<file path="src/rtl/core/smsm_pkg.sv">
// Package: word types, parse phases and constants of the SMS user-data masker.
`timescale 1ns / 1ps

package smsm_pkg;

	// Input word: one byte of the SIP message with its framing
	typedef struct packed {
		logic [7:0]  message_byte;
		logic [15:0] message_length;
		logic        final_byte;
		logic        mask_request;
	} msg_word_t;

	// Result word: the byte as passed on, with flags
	typedef struct packed {
		logic [7:0] out_byte;
		logic       out_final;
		logic       was_masked;
		logic       parse_status;
	} res_word_t;

	// Parse phases
	typedef enum logic [4:0] {
		PH_SEARCH     = 5'd0,
		PH_RP_TYPE    = 5'd1,
		PH_RP_REF     = 5'd2,
		PH_OA_FIRST   = 5'd3,
		PH_OA_SKIP    = 5'd4,
		PH_DA_FIRST   = 5'd5,
		PH_DA_SKIP    = 5'd6,
		PH_RPUD_LEN   = 5'd7,
		PH_TP_FIRST   = 5'd8,
		PH_TP_MR      = 5'd9,
		PH_TP_DALEN   = 5'd10,
		PH_TP_TOA     = 5'd11,
		PH_TP_DA_SKIP = 5'd12,
		PH_TP_PID     = 5'd13,
		PH_TP_DCS     = 5'd14,
		PH_TP_VP_SKIP = 5'd15,
		PH_TP_UDL     = 5'd16,
		PH_TP_UD      = 5'd17,
		PH_DONE       = 5'd18
	} phase_t;

	// Separator characters
	localparam logic [7:0] CHAR_CR = 8'h0d;
	localparam logic [7:0] CHAR_LF = 8'h0a;

	// TPDU field masks and codes
	localparam logic [7:0] MTI_MASK     = 8'h03;
	localparam logic [7:0] MTI_SUBMIT   = 8'h01;
	localparam logic [7:0] VPF_MASK     = 8'h18;
	localparam logic [7:0] TON_MASK     = 8'h70;
	localparam logic [7:0] TON_ALNUM    = 8'h50;
	localparam logic [7:0] LOW_NIBBLE   = 8'h0f;

	// Validity period formats
	localparam logic [1:0] VPF_NONE     = 2'd0;
	localparam logic [1:0] VPF_RELATIVE = 2'd2;

	// Packed-space fill pattern, period seven
	localparam int         FILL_LEN = 7;
	localparam logic [7:0] FILL_PATTERN [FILL_LEN] = '{
		8'h20, 8'h10, 8'h08, 8'h04, 8'h02, 8'h81, 8'h40
	};

endpackage

</file>
<file path="src/rtl/core/smsm_fill.sv">
// Fill pattern generator: pattern byte for a user-data octet.
`timescale 1ns / 1ps

module smsm_fill (
	input  logic [2:0] idx,
	input  logic       last,
	output logic [7:0] fill
);
	import smsm_pkg::*;

	logic [7:0] pat;

	// Pattern lookup; last octet at position 5 or 6 drops its upper nibble
	always_comb begin
		pat = (idx < 3'(FILL_LEN)) ? FILL_PATTERN[idx] : 8'h00;
		if (last && idx >= 3'd5) begin
			fill = pat & LOW_NIBBLE;
		end else begin
			fill = pat;
		end
	end

endmodule

</file>
<file path="src/rtl/core/smsm_parser.sv">
// Parser: per-byte RP-DATA / SMS-SUBMIT parse state and masking decision.
`timescale 1ns / 1ps

module smsm_parser #(
	parameter int MAX_MESSAGE_BYTES = 65535
) (
	input  logic               clk,
	input  logic               arst_n,
	input  logic               step,
	input  smsm_pkg::msg_word_t item,
	output smsm_pkg::res_word_t result
);
	import smsm_pkg::*;

	localparam logic [15:0] MaxBytes = 16'(MAX_MESSAGE_BYTES);

	// Parse state
	phase_t      phase_q, phase_d;
	logic [15:0] pos_q, pos_d;
	logic [2:0]  crlf_q, crlf_d;
	logic [7:0]  skip_q, skip_d;
	logic        dir_q, dir_d;
	logic [7:0]  tlen_q, tlen_d;
	logic [15:0] tpos_q, tpos_d;
	logic [1:0]  vpf_q, vpf_d;
	logic [7:0]  udl_q, udl_d;
	logic [7:0]  udi_q, udi_d;
	logic [2:0]  udm_q, udm_d;
	logic        status_q, status_d;

	logic [7:0]  b;
	logic [15:0] rest;
	logic        active;
	logic [2:0]  crlf_inc;
	logic [7:0]  expect_ch;
	logic [10:0] a_alnum;
	logic [8:0]  a_semi;
	logic [7:0]  a_len;
	logic [8:0]  udi_inc;
	logic        ud_last;
	logic [7:0]  fill;
	logic [7:0]  ob;
	logic        masked;

	assign b       = item.message_byte;
	assign rest    = item.message_length - pos_q;
	assign active  = (pos_q < item.message_length) && (pos_q < MaxBytes);
	assign udi_inc = {1'b0, udi_q} + 9'd1;
	assign ud_last = (udi_inc == {1'b0, udl_q});

	// Address octet counts from the TP-DA digit count
	assign a_alnum = (({3'b0, skip_q} << 3) - {3'b0, skip_q} + 11'd7) >> 3;
	assign a_semi  = ({1'b0, skip_q} + 9'd1) >> 1;
	assign a_len   = ((b & TON_MASK) == TON_ALNUM) ? a_alnum[7:0] : a_semi[7:0];

	smsm_fill u_fill (
		.idx  (udm_q),
		.last (ud_last),
		.fill (fill)
	);

	// Next parse state and output byte
	always_comb begin
		phase_d  = phase_q;
		crlf_d   = crlf_q;
		skip_d   = skip_q;
		dir_d    = dir_q;
		tlen_d   = tlen_q;
		tpos_d   = tpos_q;
		vpf_d    = vpf_q;
		udl_d    = udl_q;
		udi_d    = udi_q;
		udm_d    = udm_q;
		status_d = status_q;
		ob       = b;
		masked   = 1'b0;
		expect_ch = crlf_q[0] ? CHAR_LF : CHAR_CR;
		crlf_inc  = crlf_q + 3'd1;

		if (active) begin
			case (phase_q)
				PH_SEARCH: begin
					if (b == expect_ch) begin
						crlf_d = crlf_inc;
					end else begin
						crlf_d = (b == CHAR_CR) ? 3'd1 : 3'd0;
					end
					if (crlf_d >= 3'd4) begin
						if (rest <= 16'd1) begin
							status_d = 1'b0;
							phase_d  = PH_DONE;
						end else begin
							phase_d = PH_RP_TYPE;
						end
					end
				end
				PH_RP_TYPE: begin
					if (b > 8'd1) begin
						status_d = 1'b1;
						phase_d  = PH_DONE;
					end else begin
						dir_d   = b[0];
						phase_d = PH_RP_REF;
					end
				end
				PH_RP_REF: phase_d = PH_OA_FIRST;
				PH_OA_FIRST: begin
					if (!dir_q) begin
						if (b != 8'd0) begin
							status_d = 1'b0;
							phase_d  = PH_DONE;
						end else begin
							phase_d = PH_DA_FIRST;
						end
					end else if ({8'd0, b} >= rest) begin
						status_d = 1'b0;
						phase_d  = PH_DONE;
					end else if (b == 8'd0) begin
						phase_d = PH_DA_FIRST;
					end else begin
						skip_d  = b;
						phase_d = PH_OA_SKIP;
					end
				end
				PH_OA_SKIP: begin
					skip_d = skip_q - 8'd1;
					if (skip_d == 8'd0) phase_d = PH_DA_FIRST;
				end
				PH_DA_FIRST: begin
					if (dir_q) begin
						if (b != 8'd0) begin
							status_d = 1'b0;
							phase_d  = PH_DONE;
						end else begin
							phase_d = PH_RPUD_LEN;
						end
					end else if ({8'd0, b} >= rest) begin
						status_d = 1'b0;
						phase_d  = PH_DONE;
					end else if (b == 8'd0) begin
						phase_d = PH_RPUD_LEN;
					end else begin
						skip_d  = b;
						phase_d = PH_DA_SKIP;
					end
				end
				PH_DA_SKIP: begin
					skip_d = skip_q - 8'd1;
					if (skip_d == 8'd0) phase_d = PH_RPUD_LEN;
				end
				PH_RPUD_LEN: begin
					if ({8'd0, b} > rest) begin
						status_d = 1'b0;
						phase_d  = PH_DONE;
					end else begin
						tlen_d  = b;
						tpos_d  = 16'd0;
						phase_d = PH_TP_FIRST;
					end
				end
				PH_TP_FIRST: begin
					if ((b & MTI_MASK) != MTI_SUBMIT) begin
						status_d = 1'b1;
						phase_d  = PH_DONE;
					end else if (tlen_q < 8'd4) begin
						status_d = 1'b0;
						phase_d  = PH_DONE;
					end else begin
						vpf_d   = 2'((b & VPF_MASK) >> 3);
						phase_d = PH_TP_MR;
					end
				end
				PH_TP_MR: phase_d = PH_TP_DALEN;
				PH_TP_DALEN: begin
					skip_d  = b;
					phase_d = PH_TP_TOA;
				end
				PH_TP_TOA: begin
					if ({1'b0, a_len} + 9'd4 >= {1'b0, tlen_q}) begin
						status_d = 1'b0;
						phase_d  = PH_DONE;
					end else if (a_len == 8'd0) begin
						phase_d = PH_TP_PID;
					end else begin
						skip_d  = a_len;
						phase_d = PH_TP_DA_SKIP;
					end
				end
				PH_TP_DA_SKIP: begin
					skip_d = skip_q - 8'd1;
					if (skip_d == 8'd0) phase_d = PH_TP_PID;
				end
				PH_TP_PID: phase_d = PH_TP_DCS;
				PH_TP_DCS: begin
					if (b != 8'd0) begin
						status_d = 1'b0;
						phase_d  = PH_DONE;
					end else if (vpf_q == VPF_NONE) begin
						phase_d = PH_TP_UDL;
					end else begin
						// relative period is one octet, the other two are seven
						skip_d  = (vpf_q == VPF_RELATIVE) ? 8'd1 : 8'd7;
						phase_d = PH_TP_VP_SKIP;
					end
				end
				PH_TP_VP_SKIP: begin
					skip_d = skip_q - 8'd1;
					if (skip_d == 8'd0) phase_d = PH_TP_UDL;
				end
				PH_TP_UDL: begin
					if ({1'b0, tpos_q} + 17'd1 >= {9'd0, tlen_q}) begin
						status_d = 1'b0;
						phase_d  = PH_DONE;
					end else begin
						udl_d    = b;
						udi_d    = 8'd0;
						udm_d    = 3'd0;
						status_d = 1'b1;
						phase_d  = (b == 8'd0) ? PH_DONE : PH_TP_UD;
					end
				end
				PH_TP_UD: begin
					if (item.mask_request) begin
						ob     = fill;
						masked = 1'b1;
					end
					udi_d = udi_inc[7:0];
					udm_d = (udm_q == 3'd6) ? 3'd0 : udm_q + 3'd1;
					if (udi_inc >= {1'b0, udl_q} ||
					    {1'b0, tpos_q} + 17'd1 >= {9'd0, tlen_q}) begin
						phase_d = PH_DONE;
					end
				end
				PH_DONE: phase_d = PH_DONE;
				default: phase_d = PH_DONE;
			endcase

			// TPDU octet counter
			if (phase_q >= PH_TP_MR && phase_q < PH_DONE && tpos_q != 16'hffff) begin
				tpos_d = tpos_q + 16'd1;
			end else if (phase_q == PH_TP_FIRST) begin
				tpos_d = 16'd1;
			end
		end
	end

	// Saturating byte counter
	assign pos_d = (pos_q != 16'hffff) ? pos_q + 16'd1 : pos_q;

	// Result word
	always_comb begin
		result.out_byte     = ob;
		result.out_final    = item.final_byte;
		result.was_masked   = masked;
		result.parse_status = item.final_byte & status_d;
	end

	// State registers; cleared after the last byte of a message
	always_ff @(posedge clk or negedge arst_n) begin
		if (!arst_n) begin
			phase_q  <= PH_SEARCH;
			pos_q    <= '0;
			crlf_q   <= '0;
			skip_q   <= '0;
			dir_q    <= 1'b0;
			tlen_q   <= '0;
			tpos_q   <= '0;
			vpf_q    <= '0;
			udl_q    <= '0;
			udi_q    <= '0;
			udm_q    <= '0;
			status_q <= 1'b0;
		end else if (step) begin
			if (item.final_byte) begin
				phase_q  <= PH_SEARCH;
				pos_q    <= '0;
				crlf_q   <= '0;
				skip_q   <= '0;
				dir_q    <= 1'b0;
				tlen_q   <= '0;
				tpos_q   <= '0;
				vpf_q    <= '0;
				udl_q    <= '0;
				udi_q    <= '0;
				udm_q    <= '0;
				status_q <= 1'b0;
			end else begin
				phase_q  <= phase_d;
				pos_q    <= pos_d;
				crlf_q   <= crlf_d;
				skip_q   <= skip_d;
				dir_q    <= dir_d;
				tlen_q   <= tlen_d;
				tpos_q   <= tpos_d;
				vpf_q    <= vpf_d;
				udl_q    <= udl_d;
				udi_q    <= udi_d;
				udm_q    <= udm_d;
				status_q <= status_d;
			end
		end
	end

endmodule

</file>
<file path="src/rtl/core/sms_rp_tpdu_user_data_masker_top.sv">
// Top level: input register, parser and result register of the SMS user-data masker.
`timescale 1ns / 1ps
//
// Takes a SIP message one byte per word on the msg channel (valid/ready) and
// returns every byte on the res channel (valid/ready), either unchanged or,
// when mask_request is set and the byte is SMS-SUBMIT user data, replaced by
// the packed-space fill pattern. final_byte marks the last byte of a message;
// parse_status is meaningful on that word only, 0 elsewhere.
// A result word moves from the input register to the result register when
// that register is empty or its word is being taken, and is offered from
// there until the receiver takes it.
// Throughput: one byte per cycle while the receiver takes results; the parse
// is a single pass of compares and counters between the two registers.
// When the receiver stalls, the result register holds its word and the input
// register can still take one more word; msg_ready drops only when both are
// full and the result is not taken.
// Reset clears both register valids and returns the parser to its search for
// the header/body separator. After each final byte the parser also returns to
// that state for the next message.
//
module sms_rp_tpdu_user_data_masker_top #(
	parameter int MAX_MESSAGE_BYTES = 65535
) (
	input  logic                clk,
	input  logic                arst_n,
	input  logic                msg_valid,
	output logic                msg_ready,
	input  smsm_pkg::msg_word_t msg,
	output logic                res_valid,
	input  logic                res_ready,
	output smsm_pkg::res_word_t res
);
	import smsm_pkg::*;

	logic      s1_valid_q;
	msg_word_t item_s1;
	logic      res_valid_q;
	res_word_t res_s2;
	res_word_t result;
	logic      advance;

	// Move the registered byte through the parser when the result slot frees
	assign advance   = s1_valid_q && (!res_valid_q || res_ready);
	assign msg_ready = !s1_valid_q || advance;
	assign res_valid = res_valid_q;
	assign res       = res_s2;

	// Input register
	always_ff @(posedge clk or negedge arst_n) begin
		if (!arst_n) begin
			s1_valid_q <= 1'b0;
		end else if (msg_ready) begin
			s1_valid_q <= msg_valid;
		end
	end

	always_ff @(posedge clk) begin
		if (msg_ready && msg_valid) begin
			item_s1 <= msg;
		end
	end

	smsm_parser #(
		.MAX_MESSAGE_BYTES (MAX_MESSAGE_BYTES)
	) u_parser (
		.clk    (clk),
		.arst_n (arst_n),
		.step   (advance),
		.item   (item_s1),
		.result (result)
	);

	// Result register
	always_ff @(posedge clk or negedge arst_n) begin
		if (!arst_n) begin
			res_valid_q <= 1'b0;
		end else if (advance) begin
			res_valid_q <= 1'b1;
		end else if (res_ready) begin
			res_valid_q <= 1'b0;
		end
	end

	always_ff @(posedge clk) begin
		if (advance) begin
			res_s2 <= result;
		end
	end

`ifndef ASSERT_OFF
	// An empty result slot never blocks the input side
	assert property (@(posedge clk) disable iff (!arst_n)
		!res_valid_q |-> msg_ready)
		else $error("msg_ready low while result register empty");

	// A byte that can move on shows up as a result in the next cycle
	assert property (@(posedge clk) disable iff (!arst_n)
		s1_valid_q && (!res_valid_q || res_ready) |=> res_valid_q)
		else $error("parsed word did not reach the result register");

	// Status is reported on the final byte only
	assert property (@(posedge clk) disable iff (!arst_n)
		res_valid_q && !res_s2.out_final |-> !res_s2.parse_status)
		else $error("parse_status set on a non-final byte");
`endif

endmodule
</file>
<file path="config.mk">
export PLATFORM = sky130hd
export DESIGN_NAME = sms_rp_tpdu_user_data_masker_top
export DESIGN_NICKNAME = d
export VERILOG_FILES = /design/src/rtl/core/smsm_pkg.sv /design/src/rtl/core/smsm_fill.sv /design/src/rtl/core/smsm_parser.sv /design/src/rtl/core/sms_rp_tpdu_user_data_masker_top.sv
export SDC_FILE = /design/constraint.sdc
export NUM_CORES = 1
export LEC_CHECK = 0
export ABC_AREA = 1
export ABC_CLOCK_PERIOD_IN_PS = 12550
export BUFFER_PORTS_ARGS = -buffer_cell sky130_fd_sc_hd__buf_2
export CAP_MARGIN = 25
export CORE_MARGIN = 1
export CORE_UTILIZATION = 35
export DETAILED_ROUTE_END_ITERATION = 8
export GPL_ROUTABILITY_DRIVEN = 0
export PLACE_DENSITY = 0.52
export SYNTH_ARGS = -nofsm -noshare
export SYNTH_HDL_FRONTEND = slang
export SYNTH_SLANG_ARGS = --single-unit
export TNS_END_PERCENT = 50
</file>
<file path="constraint.sdc">
create_clock -name clk -period 12.55 [get_ports clk]
set_clock_uncertainty 0.2 [all_clocks]
set_input_delay 0 -clock clk [delete_from_list [all_inputs] [get_ports clk]]
set_output_delay 0 -clock clk [all_outputs]
set_load 0.01 [all_outputs]
</file>
**Word-level counts from Yosys, hierarchy flattened**

Memory sizes are Yosys's and may differ from the RTL's.
Index checks and enable logic that the tools add are counted.

- Add/sub/neg operators: 12
- Multipliers: 0
- Divide/modulo/power cells: 0
- $lt $le $gt $ge: 16
- Equal/unequal tests: 45
- Shifts and indexed selects: 0
- Muxes and demuxes: 108
- Bitwise operators: 2
- Reduce and logical (&&, ||, !) cells: 40

Operator list:

| operator | count |
|---|---|
| two-way mux 8 bit | 29 |
| two-way mux 16 bit | 8 |
| two-way mux 5 bit | 23 |
| one-hot mux 5 bit (18 select lines) | 1 |
| one-hot mux 8 bit (6 select lines) | 1 |
| equality test 5 x 4 -> 1 bit, second input constant | 8 |
| two-way mux 3 bit | 12 |
| adder 16 x 1 -> 16 bit, second input constant | 2 |
| != test 16 bit, second input constant | 2 |
| two-way mux 1 bit | 25 |
| zero test 8 bit | 3 |
| != test 3 x 2 -> 1 bit, second input constant | 7 |
| equality test 5 x 3 -> 1 bit, second input constant | 4 |
| AND reduction 4 bit | 5 |
| adder 8 x 1 -> 9 bit, second input constant | 2 |
| >= comparator 9 x 8 -> 1 bit | 2 |
| != test 3 bit, second input constant | 6 |
| adder 16 x 1 -> 17 bit, second input constant | 1 |
| >= comparator 17 x 8 -> 1 bit | 1 |
| >= comparator 8 x 16 -> 1 bit | 1 |
| greater-than comparator 8 x 16 -> 1 bit | 1 |
| <= comparator 16 x 1 -> 1 bit, second input constant | 1 |
| less-than comparator 16 bit | 1 |
| less-than comparator 16 bit, second input constant | 1 |
| other kinds (46) | 76 |

- Bits in registers: 118
- Latch bits: 0
- RAM bits: 0
- ROM bits: 64
- Input bits: 30
- Output and inout port bits: 13
- Logic and storage cells: 246
- Memories kept: 1

Memory list:

| memory | depth | width | rd ports | clocked after memory_dff | write ports | line | source |
|---|---|---|---|---|---|---|---|
| (name not given) | 8 | 8 | 1 | 0 | 0 | smsm_fill.sv:15 | `pat = (idx < 3'(FILL_LEN)) ? FILL_PATTERN[idx] : 8'h00;` |

**Depth between registers and ports, before layout**

Gate-level depths: netlist of the first run.

- Depth after elaboration: 10
- Gate-level depth with buffers: 29
- Gate-level depth less buffers: 29

**Modules after synthesis**

From an unflattened synthesis of the first run, not the netlist that was laid out.

- Cell total of the unflattened synthesis: 1254
- Area, all modules: 9147.5 µm²

By module, submodules not included:

| module | times used | cells each | area each (µm²) | seq. area each (µm²) |
|---|---|---|---|---|
| smsm_parser | 1 | 1192 | 7886.3 | 1976.9 |
| sms_rp_tpdu_user_data_masker_top | 1 | 49 | 1206.2 | 1161.1 |
| smsm_fill | 1 | 13 | 55.1 | 0.0 |

**Least setup slack after synthesis of the first run**

OpenSTA, ideal clock, no wires.

- Path type: flip-flop to flip-flop
- From: register u_parser.skip_q[4]
- To: register u_parser.skip_q[7]
- Setup time: 0.066 ns
- Arrival: 3.862 ns
- Required time: 12.284 ns
- Setup slack: 8.422 ns
- Stages on the path, launching flop included: 27
- Path buffers: 0
- Period minus slack after synthesis: 4.128 ns
- Cells stage by stage: dfrtp_1 inv_1 ha_1 ha_1 inv_1 fa_1 inv_1 o21ai_0 inv_1 ha_1 xnor2_1 inv_1 ha_1 a21o_1 nor2_1 o21ai_0 nand3_1 nand2_1 nand2_1 nand2_1 nor2_1 nand3_2 a31oi_1 o21ai_4 nand2_4 nand2_1 nand2_1

- Cells in the longest elaborated chain, start to end: 8

Ends and longest elaborated chain:

| item | line | source |
|---|---|---|
| from (decl) | smsm_parser.sv:21 | `logic [7:0] skip_q, skip_d;` |
| from (signal assigned) | smsm_parser.sv:291 | `skip_q <= skip_d;` |
| branches (longest 8 deep; another with subtractor 11 x 8 -> 11 bit) | -- |  |

Several ways; the timed one is not identified. The select of a mux whose other input is x is not followed.
A chain may end at the register's enable or synchronous reset.

**Worst setup path in the final report of the first run**

- From: register u_parser.skip_q[4]
- To: register u_parser.skip_q[6]

The elaborated chain is that of the path after synthesis.

==> flow_summary_export.csv, run 1 <==
group,metric,value,unit
global_routing,grt-ovfl-total,0,
drt,drt-total-wl,24.2,mm
floorplanning,die_h,163,um
layout,design_area,0.0105,sq mm
placement,place_area,0.00959,sq mm
logic_synthesis,synth_cell_types,54,
power_and_ir_drop,p_per_area,177,mW/mm^2
floorplanning,core-area,0.0253,sq mm
timing,rsz0062_at_grt,"no",
layout,syn_to_final_growth,16.4,%
clock_network,postCtsSetupBuffers,0,
logic_synthesis,synth_flop_cell,"dfrtp_1",
layout,final.fill_count,2587,
layout,layout.nets,1423,
critical_path,cp_data_required_time,12710,ps
floorplanning,core.rowCount,58,
clock_network,path_clk_slew,60,ps
drt,initialDrtViolationCount,772,
logic_synthesis,synth_edf_count,37,
logic_synthesis,syn_nets,1340,
clock_network,tritoncts,"done",
placement,dp_slack,7840,ps
run,max_cap_viol_count,0,
floorplanning,die_x,163,um
clock_network,clock_latency,430,ps
floorplanning,start_util,0.357,
power_and_ir_drop,ir_drop,0.0000902,V
drt,drtPass1Iterations,5,
critical_path,critPathKind,"reg2reg",
logic_synthesis,netlist_instances,1236,
drt,drc,0,
floorplanning,num_io_pins,43,
global_routing,grt_pass1_vias,8050,
min_path,hold_path_class,"in2reg",
drt,vias_per_cell,5.01,
logic_synthesis,avgSynthCellArea,7.29,sq um
critical_path,rr_worst_depth,26,
critical_path,worstPathMaxFanout,9,
global_routing,grt_util_all_layers,0.193,
logic_synthesis,synth_seq_area_share,0.348,
timing,fmax,211,MHz
placement,port_buffers,42,
global_routing,grt_pass1_wl,40.4,mm
timing,slew_violations,0,
clock_network,ctsLongestPathBuffers,2,
critical_path,r2r_slack,7810,ps
logic_synthesis,yosysTopAreaCellShare,0.225,
logic_synthesis,synth_top_area_cell,"dfrtp_1",
clock_network,cts_sinks,118,
min_path,min_to,"item_s1[7]",
placement,dp_cells,1596,
timing,tightest_slew,810,ps
critical_path,startpoint_type,"register",
min_path,hold_start,"msg[7]",
logic_synthesis,ys_async_sr_fraction,0.686,
logic_synthesis,ys_ff_latch,118,
timing,setup-tns-final,0,ps
timing,min_period,4740,ps
clock_network,cts_inserted_buffers,17,
timing,setup_violations,0,
timing,hold_viol_final,0,
logic_synthesis,yosys_warnings,0,
critical_path,crit_path_end_kind,"register",
power_and_ir_drop,leakagePower,5.09,nW
layout,final_layout_size_suffix_gt1_frac,0.0946,
global_routing,grt_max_degree,73,
critical_path,r2r_end,"u_parser.skip_q[6]",
timing,setup_ws,7810,ps
floorplanning,die_area,0.0264,sq mm
critical_path,critical_path_arrival,4900,ps
clock_network,cts-htree-levels,4,
logic_synthesis,synth.area.top_cells,"dfrtp_1 (22%), edfxtp_1 (12%), nand2_1 (12%)",
layout,multi_input_area,0.00498,sq mm
timing,fin_crit_sh,0.378,
outcome,status,"finished clean",
min_path,whs_path_depth,2,
timing,slew_headroom,0.460,
critical_path,r2r_start,"u_parser.skip_q[4]",
clock_network,cts_resized,0,
layout,final-seq-area,0.00314,sq mm
global_routing,antenna_found_initial,0,
drt,num_vias,8328,
layout,diodes,0,
logic_synthesis,syn_area,0.00902,sq mm
placement,dpl.hpwl,18.4,mm
drt,routedWlPerCell,14.5,um
clock_network,cts_root_buf,"clkbuf_16",
drt,ant_nets,0,
layout,fin_cells,1662,
routing by layer:
layer / share of wire / GRT usage / wire length [um] / up-vias
met5: 0 / 0 / 0 / -
met3: 0.047 / 0.0362 / 1140 / 40
met2: 0.47 / 0.325 / 11300 / 224
met4: 0.023 / 0.0643 / 567 / 0
met1: 0.46 / 0.248 / 11100 / 3829
li1: - / - / - / 4235
kinds of logic (layout without fill, tap and decap cells):
logic type                 Yosys count  in the layout  share of synthesized area
and+or+nand+nor                    599            599                      0.298
buffers and inverters              228            324                      0.100
AOI/OAI and AO/OA                  187            187                      0.120
DFF                                118            118                      0.348
adders and majority gates           74             74                      0.104
xor gates and xnor gates            27             27                     0.0262
muxes                                3              3                    0.00333
synth_stat cells (all sizes together) (6+ instances only):
cell    instances
xor2           21
nand4          31
edfxtp         37
nand3b          9
inv           211
nor4            6
nor2          111
a21oi          55
nor3           21
nand2         302
nand3         110
ha             72
o21ai          99
dfrtp          81
buf            10
xnor2           6
per-stage QoR:
step | hold WS (ps) | utilization | power, mW
6_report | 79.3 | 0.416 | 1.86
5_1_grt | 72.4 | 0.416 | 2.03
4_1_cts | 64.0 | 0.414 | 1.87
3_5_place_dp | -359 | 0.380 | 1.39
3_3_place_gp | -361 | 0.378 | 1.39
2_1_floorplan | -496 | - | 1.18
critical path: stages, from the launching register on:
cell     delay, ps
dfrtp_1        420
inv_1          130
ha_1           300
ha_1           190
inv_1           60
fa_1           470
inv_1           40
o21ai_0        330
inv_1          150
ha_1           230
xnor2_1        150
inv_1           60
ha_1           310
a21o_1         190
nor2_1         110
o21ai_0         90
nand3_1         70
nand2_1         50
nand2_1         50
nand2_1         40
nor2_1         160
nand3_2        160
a31oi_1        280
o21ai_4        150
nand2_4        130
nand2_1         80
nand2_1         60
placed cells by master, fill, tap and decap left out, drive strengths merged, types with 3 or more instances in the layout:
master	Yosys	routed
buf	10	46
inv	211	216
o31ai	3	3
clkbuf	5	19
nand3	110	110
xor2	21	21
o21ai	99	99
nor3	21	21
edfxtp	37	37
clkinv	2	5
o22ai	5	5
o21a	3	3
dlygate4sd3	0	33
nor2	111	111
nand3b	9	9
nor4	6	6
nand4	31	31
a31oi	3	3
a21oi	55	55
clkinvlp	0	5
a211oi	5	5
or2	4	4
and2	4	4
xnor2	6	6
dfrtp	81	81
nand2	302	302
ha	72	72
mux2i	3	3
final cells by class:
class	instances	share of cell area
clock inverters	13	0.00930
flip-flops and latches	118	0.299
well taps	330	0.0393
repair buffers	79	0.0588
inverters	213	0.0762
multi-input cells	890	0.474
clock buffers	19	0.0432
sequential cells by signal, summed over array words and instances, names as in the netlist:
register	flops
item_s1	26
res	11
res_valid	1
s1_valid_q	1
u_parser.crlf_q	3
u_parser.dir_q	1
u_parser.phase_q	5
u_parser.pos_q	16
u_parser.skip_q	8
u_parser.status_q	1
u_parser.tlen_q	8
u_parser.tpos_q	16
u_parser.udi_q	8
u_parser.udl_q	8
u_parser.udm_q	3
u_parser.vpf_q	2
how the worst max path moves through the flow:
stage	start	to	slack (ps)	depth (start not counted)
after CTS	u_parser.skip_q[4]	u_parser.skip_q[6]	7800	26
after detailed placement	u_parser.skip_q[4]	u_parser.skip_q[6]	7840	26
after global placement	u_parser.skip_q[4]	u_parser.skip_q[6]	8010	26
after floorplan	u_parser.skip_q[4]	u_parser.skip_q[7]	8420	26
after global routing	u_parser.skip_q[4]	u_parser.skip_q[7]	7410	26
final	u_parser.skip_q[4]	u_parser.skip_q[6]	7810	26
report_power, final:
| part | switching, mW | leakage [nW] | internal [mW] |
|---|---|---|---|
| clock | 0.199 | 0.259 | 0.264 |
| sequential | 0.0702 | 1.45 | 0.467 |
| combinational | 0.543 | 3.38 | 0.319 |
| total | 0.812 | 5.09 | 1.05 |
what timing repair did:
action | in CTS | in global routing
hold buffers | 32 | 1
setup endpoints to repair | 0 | 0
hold endpoints to repair | 113 | 24
(Power assumes the default switching activity.)
==> run 2: changes to the inputs <==
- ABC_AREA: 1 -> 0
- ABC_CLOCK_PERIOD_IN_PS: 12550 -> 4650
- clock period: 12.55 -> 4.65 ns (I/O delays scaled with it)
==> flow_summary_export.csv, run 2 <==
group,metric,value,unit
outcome,status,"finished clean",
critical_path,cpMaxStageDelayCell,"fa_2",
logic_synthesis,synth.area.top_cells,"dfrtp_1 (22%), edfxtp_1 (12%), ha_1 (9.9%)",
critical_path,startpoint_type,"register",
timing,hold_viol_final,0,
timing,min_period,4380,ps
clock_network,cts_inserted_buffers,17,
logic_synthesis,synth_flop_cell,"dfrtp_1",
clock_network,path_clk_slew,60,ps
timing,worst_hold_slack,79.3,ps
layout,multi_input_area,0.00555,sq mm
logic_synthesis,yosys_warnings,0,
drt,drt-total-wl,25.7,mm
drt,ant_nets,0,
layout,final_common_cell,"nor2_1",
clock_network,cts_root_buf,"clkbuf_16",
logic_synthesis,yosysTopAreaCellShare,0.223,
clock_network,tritoncts,"done",
drt,initialDrtViolationCount,468,
power_and_ir_drop,clkPwrFrac,0.290,
drt,wl_met1,12.3,mm
timing,setup-tns-final,0,ps
layout,layout.cells.most_common_list,"nor2_1 (86), nand2_1 (83), dfrtp_1 (81)",
logic_synthesis,synth_seq_area_share,0.346,
drt,wl_met3,1.10,mm
global_routing,grt_pass1_vias,7594,
drt,routedWlPerCell,17.6,um
global_routing,grt-ovfl-total,0,
logic_synthesis,syn_nets,1126,
critical_path,critPathMaxStageDelay,360,ps
floorplanning,num_io_pins,43,
run,max_cap_viol_count,0,
logic_synthesis,synth_edf_count,37,
power_and_ir_drop,total_power,4.48,mW
critical_path,critPathKind,"reg2reg",
clock_network,ctsLongestPathBuffers,2,
floorplanning,core-area,0.0253,sq mm
placement,dp_cells,1393,
layout,final-seq-area,0.00314,sq mm
floorplanning,core.rowCount,58,
power_and_ir_drop,ir_drop,0.000256,V
power_and_ir_drop,leakagePower,4.52,nW
timing,setup_violations,0,
layout,top_regs,"item_s1: 26 flops, u_parser.pos_q: 16 flops, u_parser.tpos_q: 16 flops",
placement,place_area,0.00981,sq mm
drt,vias_per_cell,5.41,
placement,port_buffers,42,
floorplanning,die_h,163,um
logic_synthesis,ys_async_sr_fraction,0.686,
timing,slew_violations,0,
clock_network,cts_sinks,118,
drt,drc,0,
layout,design_area,0.0108,sq mm
logic_synthesis,avgSynthCellArea,8.88,sq um
placement,dp_slack,163,ps
layout,final.fill_count,2501,
logic_synthesis,ys_ff_latch,118,
critical_path,worstPathMaxFanout,8,
critical_path,critical_path.cell_chain,"inv_1 > ha_1 > ha_2 > inv_1 > fa_2 > xnor2_2 > nor2_1 > a21oi_2 > ha_2 > inv_1 > nor2_2 > a32oi_2 > xnor2_1 > ha_1 > a21oi_1 > nand2_1 > a2111oi_4 > a21oi_2 > o211ai_2 > buf_6 > mux2_2",
clock_network,cts-htree-levels,4,
critical_path,critical_path_arrival,4490,ps
global_routing,grt_max_degree,53,
drt,topRoutingLayerUsed,"met4",
layout,syn_to_final_growth,18.8,%
logic_synthesis,syn_area,0.00907,sq mm
power_and_ir_drop,p_per_area,416,mW/mm^2
logic_synthesis,yosysMostFrequentCell,"nor2_1",
power_and_ir_drop,p_switching,1.77,mW
power_and_ir_drop,combPwrFrac,0.418,
critical_path,cp_common_cell,"inv_1",
timing,fin_crit_sh,0.943,
global_routing,grt_pass1_wl,41.2,mm
timing,setup_ws,265,ps
global_routing,grt_util_all_layers,0.200,
floorplanning,die_x,163,um
critical_path,r2r_start,"u_parser.skip_q[4]",
logic_synthesis,netlist_instances,1022,
power_and_ir_drop,seq_power_share,0.292,
power_and_ir_drop,switching_share,0.395,
layout,fin_cells,1459,
min_path,hold_start,"msg[3]",
layout,post-route-util,0.426,
critical_path,critPathTopFamily,"adder cells",
drt,num_vias,7896,
power_and_ir_drop,intPower,2.71,mW
global_routing,antenna_found_initial,0,
drt,drtPass1Iterations,5,
clock_network,clock_latency,420,ps
critical_path,crit_path_end_kind,"register",
logic_synthesis,synthTopCellsByCount,"nor2_1 (87), nand2_1 (83), dfrtp_1 (81)",
critical_path,cp-startpoint,"u_parser.skip_q[4]",
layout,layout.nets,1219,
layout,largest_register_ffs,26,
timing,fmax,228,MHz
floorplanning,start_util,0.358,
timing,slew_headroom,0.424,
min_path,hold_path_class,"in2reg",
layout,regMostFlops,"item_s1",
placement,dpl.hpwl,18.8,mm
logic_synthesis,synth_top_area_cell,"dfrtp_1",
floorplanning,die_area,0.0266,sq mm
layout,final_layout_size_suffix_gt1_frac,0.153,
logic_synthesis,synth_cell_types,91,
critical_path,cp_num_buf_inv,4,
drt,detailroute.wirelength.met2,11.8,mm
critical_path,cp_data_required_time,4750,ps
timing,tightest_slew,857,ps
==> run 2: cell types whose count changed after synthesis, sizes merged, moves of 23 or more <==
cell | before | now
nand3 | 110 | 42
inv | 211 | 71
o21ai | 99 | 75
mux2 | 0 | 25
xnor2 | 6 | 47
nor2 | 111 | 88
nand2 | 302 | 85
==> run 2: area by class of cell <==
cell class | instances | area share
antenna | 1 | 0.000232
clock buffer | 18 | 0.0398
clock inverter | 14 | 0.0135
inverter | 74 | 0.0258
multi-input combinational | 795 | 0.514
sequential | 118 | 0.291
tap | 330 | 0.0383
timing repair buffer | 109 | 0.0769
==> run 2: layer usage <==
metal	global-route usage	vias to the layer above
met5	0	-
met3	0.0267	29
met1	0.280	3721
met2	0.320	205
li1	-	3941
met4	0.0556	0
==> run 2: final timing paths <==
check                                      end  slack (ps)  cells after the start
setup / recovery            u_parser.skip_q[0]         270                     21
hold reg to reg            u_parser.tpos_q[12]         290                      1
setup reg to reg            u_parser.skip_q[0]         270                     21
min in group asynchronous   u_parser.tpos_q[7]         450                      4
hold / removal                      item_s1[3]          80                      2
max in group asynchronous   u_parser.crlf_q[2]        3080                      4
==> run 2: logic make-up (layout without fill, tap and decap cells) <==
family,Yosys count,count (layout),share of synthesized area
and+or+nand+nor,372,372,0.213
AOI/OAI and AO/OA,249,249,0.183
DFF,118,118,0.346
buffers and inverters,109,215,0.0492
adders and majority gates,74,74,0.104
xor gates and xnor gates,58,58,0.0560
muxes,42,42,0.0498
other,0,1,0
==> run 2: repair_timing <==
item | in CTS | in global routing
hold endpoints to repair | 117 | 0
buffers inserted | 0 | 1
hold buffers | 32 | 0
setup endpoints to repair | 0 | 8
resized for setup | 0 | 12
==> run 2: power by group through the flow <==
| stage | combinational (mW) | sequential [mW] | clock (mW) |
|---|---|---|---|
| after floorplan | 1.32 | 1.29 | 0 |
| after global placement | 1.78 | 1.32 | 0 |
| after detailed placement | 1.79 | 1.32 | 0 |
| after CTS | 1.82 | 1.31 | 1.33 |
| after global routing | 2.10 | 1.32 | 1.37 |
| final | 1.87 | 1.31 | 1.30 |
==> run 3: changes to the inputs <==
- CORE_UTILIZATION: 35 -> 40
- PLACE_DENSITY: 0.52 -> 0.58
==> flow_summary_export.csv, run 3 (synthesis gave the netlist of run 2 again) <==
group,metric,value,unit
floorplanning,start_util,0.412,
global_routing,grt_max_degree,48,
critical_path,rr_worst_depth,21,
timing,slew_violations,0,
critical_path,r2r_slack,270,ps
floorplanning,die_area,0.0233,sq mm
layout,final_common_cell,"nor2_1",
drt,vias_per_cell,5.65,
placement,dp_slack,168,ps
layout,final.fill_count,2038,
global_routing,grt_pass1_wl,40.3,mm
layout,syn_to_final_growth,17.6,%
min_path,hold_path_class,"in2async",
layout,final_layout_size_suffix_gt1_frac,0.147,
timing,fmax,228,MHz
power_and_ir_drop,ir_drop,0.000233,V
clock_network,path_clk_slew,60,ps
timing,tightest_slew,824,ps
layout,diodes,0,
global_routing,grt-ovfl-total,0,
drt,drt-total-wl,24.7,mm
clock_network,clock_latency,420,ps
critical_path,r2r_start,"u_parser.skip_q[4]",
critical_path,startpoint_type,"register",
outcome,violations,"negative hold slack",
timing,setup_violations,0,
drt,initialDrtViolationCount,525,
global_routing,antenna_found_initial,0,
clock_network,cts_inserted_buffers,17,
layout,layout.cells.most_common_list,"nor2_1 (87), nand2_1 (83), dfrtp_1 (81)",
timing,setup_ws,271,ps
run,max_cap_viol_count,0,
critical_path,r2r_end,"u_parser.skip_q[0]",
clock_network,cts_sinks,118,
critical_path,worstPathMaxFanout,8,
layout,top_regs,"item_s1: 26 flops, u_parser.pos_q: 16 flops, u_parser.tpos_q: 16 flops",
floorplanning,die_x,153,um
critical_path,cp_data_required_time,4750,ps
layout,largest_register_ffs,26,
drt,drc,0,
layout,layout.nets,1215,
timing,worst_hold_slack,-17.3,ps
placement,dpl.hpwl,17.9,mm
floorplanning,core-area,0.0220,sq mm
critical_path,critPathKind,"reg2reg",
clock_network,cts_root_buf,"clkbuf_16",
timing,fin_crit_sh,0.942,
global_routing,grt_pass1_vias,7673,
layout,regMostFlops,"item_s1",
floorplanning,num_io_pins,43,
floorplanning,die_h,153,um
power_and_ir_drop,p_per_area,420,mW/mm^2
global_routing,grt_util_all_layers,0.218,
floorplanning,core.rowCount,54,
drt,drtPass1Iterations,6,
drt,num_vias,7931,
outcome,status,"finished with violations",
power_and_ir_drop,leakagePower,4.51,nW
clock_network,ctsLongestPathBuffers,2,
timing,setup-tns-final,0,ps
critical_path,crit_path_end_kind,"register",
timing,slew_headroom,0.449,
drt,routedWlPerCell,17.6,um
clock_network,cts-htree-levels,4,
critical_path,critical_path_arrival,4480,ps
drt,ant_nets,0,
timing,min_period,4380,ps
placement,port_buffers,42,
clock_network,tritoncts,"done",
timing,hold_viol_final,28,
critical_path,cp-startpoint,"u_parser.skip_q[4]",
-- run 3: final cells by class --
| class | count | area [sq um] | area share |
|---|---|---|---|
| well taps | 280 | 350 | 0.0328 |
| inverters | 74 | 278 | 0.0260 |
| clock inverters | 14 | 164 | 0.0154 |
| flip-flops and latches | 118 | 3140 | 0.294 |
| clock buffers | 18 | 429 | 0.0402 |
| multi-input cells | 795 | 5530 | 0.518 |
| repair buffers | 105 | 785 | 0.0735 |
-- run 3: critical path: stages (launching register included) --
cell and delay [ps]:
dfrtp_1 340, inv_1 80, ha_1 280, ha_1 190, inv_1 60, fa_1 410
xnor2_1 160, nor2_1 60, a21oi_2 150, ha_1 170, inv_1 60, nor2_1 130
a32oi_2 140, xnor2_1 150, ha_1 310, a21oi_1 150, nand2_1 120, a2111oi_4 340
a21oi_2 90, o211ai_2 160, buf_6 160, mux2_2 330
-- run 3: report_power, final --
part / switching (mW) / total, mW / leakage [nW] / internal, mW
clock: 0.539 / 1.34 / 0.281 / 0.804
sequential: 0.157 / 1.35 / 1.45 / 1.19
combinational: 1.04 / 1.79 / 2.78 / 0.742
total: 1.74 / 4.48 / 4.51 / 2.74
-- run 3: stage by stage --
stage | instances | total power, mW | hold slack (ps) | utilization | cell area, sq um
3_3_place_gp | 1339 | 3.07 | -108 | 0.440 | 9700
3_5_place_dp | 1340 | 3.09 | -106 | 0.442 | 9730
4_1_cts | 1402 | 4.46 | 12.9 | 0.482 | 10600
6_report | 1404 | 4.48 | -17.3 | 0.485 | 10700
2_1_floorplan | 1022 | 2.61 | -496 | - | 9070
5_1_grt | 1404 | 4.77 | 49.6 | 0.485 | 10700
-- run 3: routing by layer --
layer | vias up | share of wire | GRT usage
li1 | 3942 | - | -
met1 | 3781 | 0.47 | 0.302
met2 | 186 | 0.47 | 0.354
met3 | 22 | 0.047 | 0.0310
met4 | 0 | 0.013 | 0.0592
met5 | - | 0 | 0
-- run 3: how the worst max path moves through the flow --
stage | slack [ps] | endpoint
after floorplan | 9 | u_parser.skip_q[0]
after global placement | 280 | u_parser.skip_q[6]
after detailed placement | 170 | u_parser.skip_q[3]
after CTS | 150 | u_parser.skip_q[0]
after global routing | -10 | u_parser.skip_q[0]
final | 270 | u_parser.skip_q[0]
-- run 3: timing repair --
item | CTS | global route
buffers inserted | 0 | 2
hold buffers | 30 | 0
endpoints found under the setup margin | 0 | 7
resized for setup | 0 | 6
hold endpoints to repair | 74 | 0
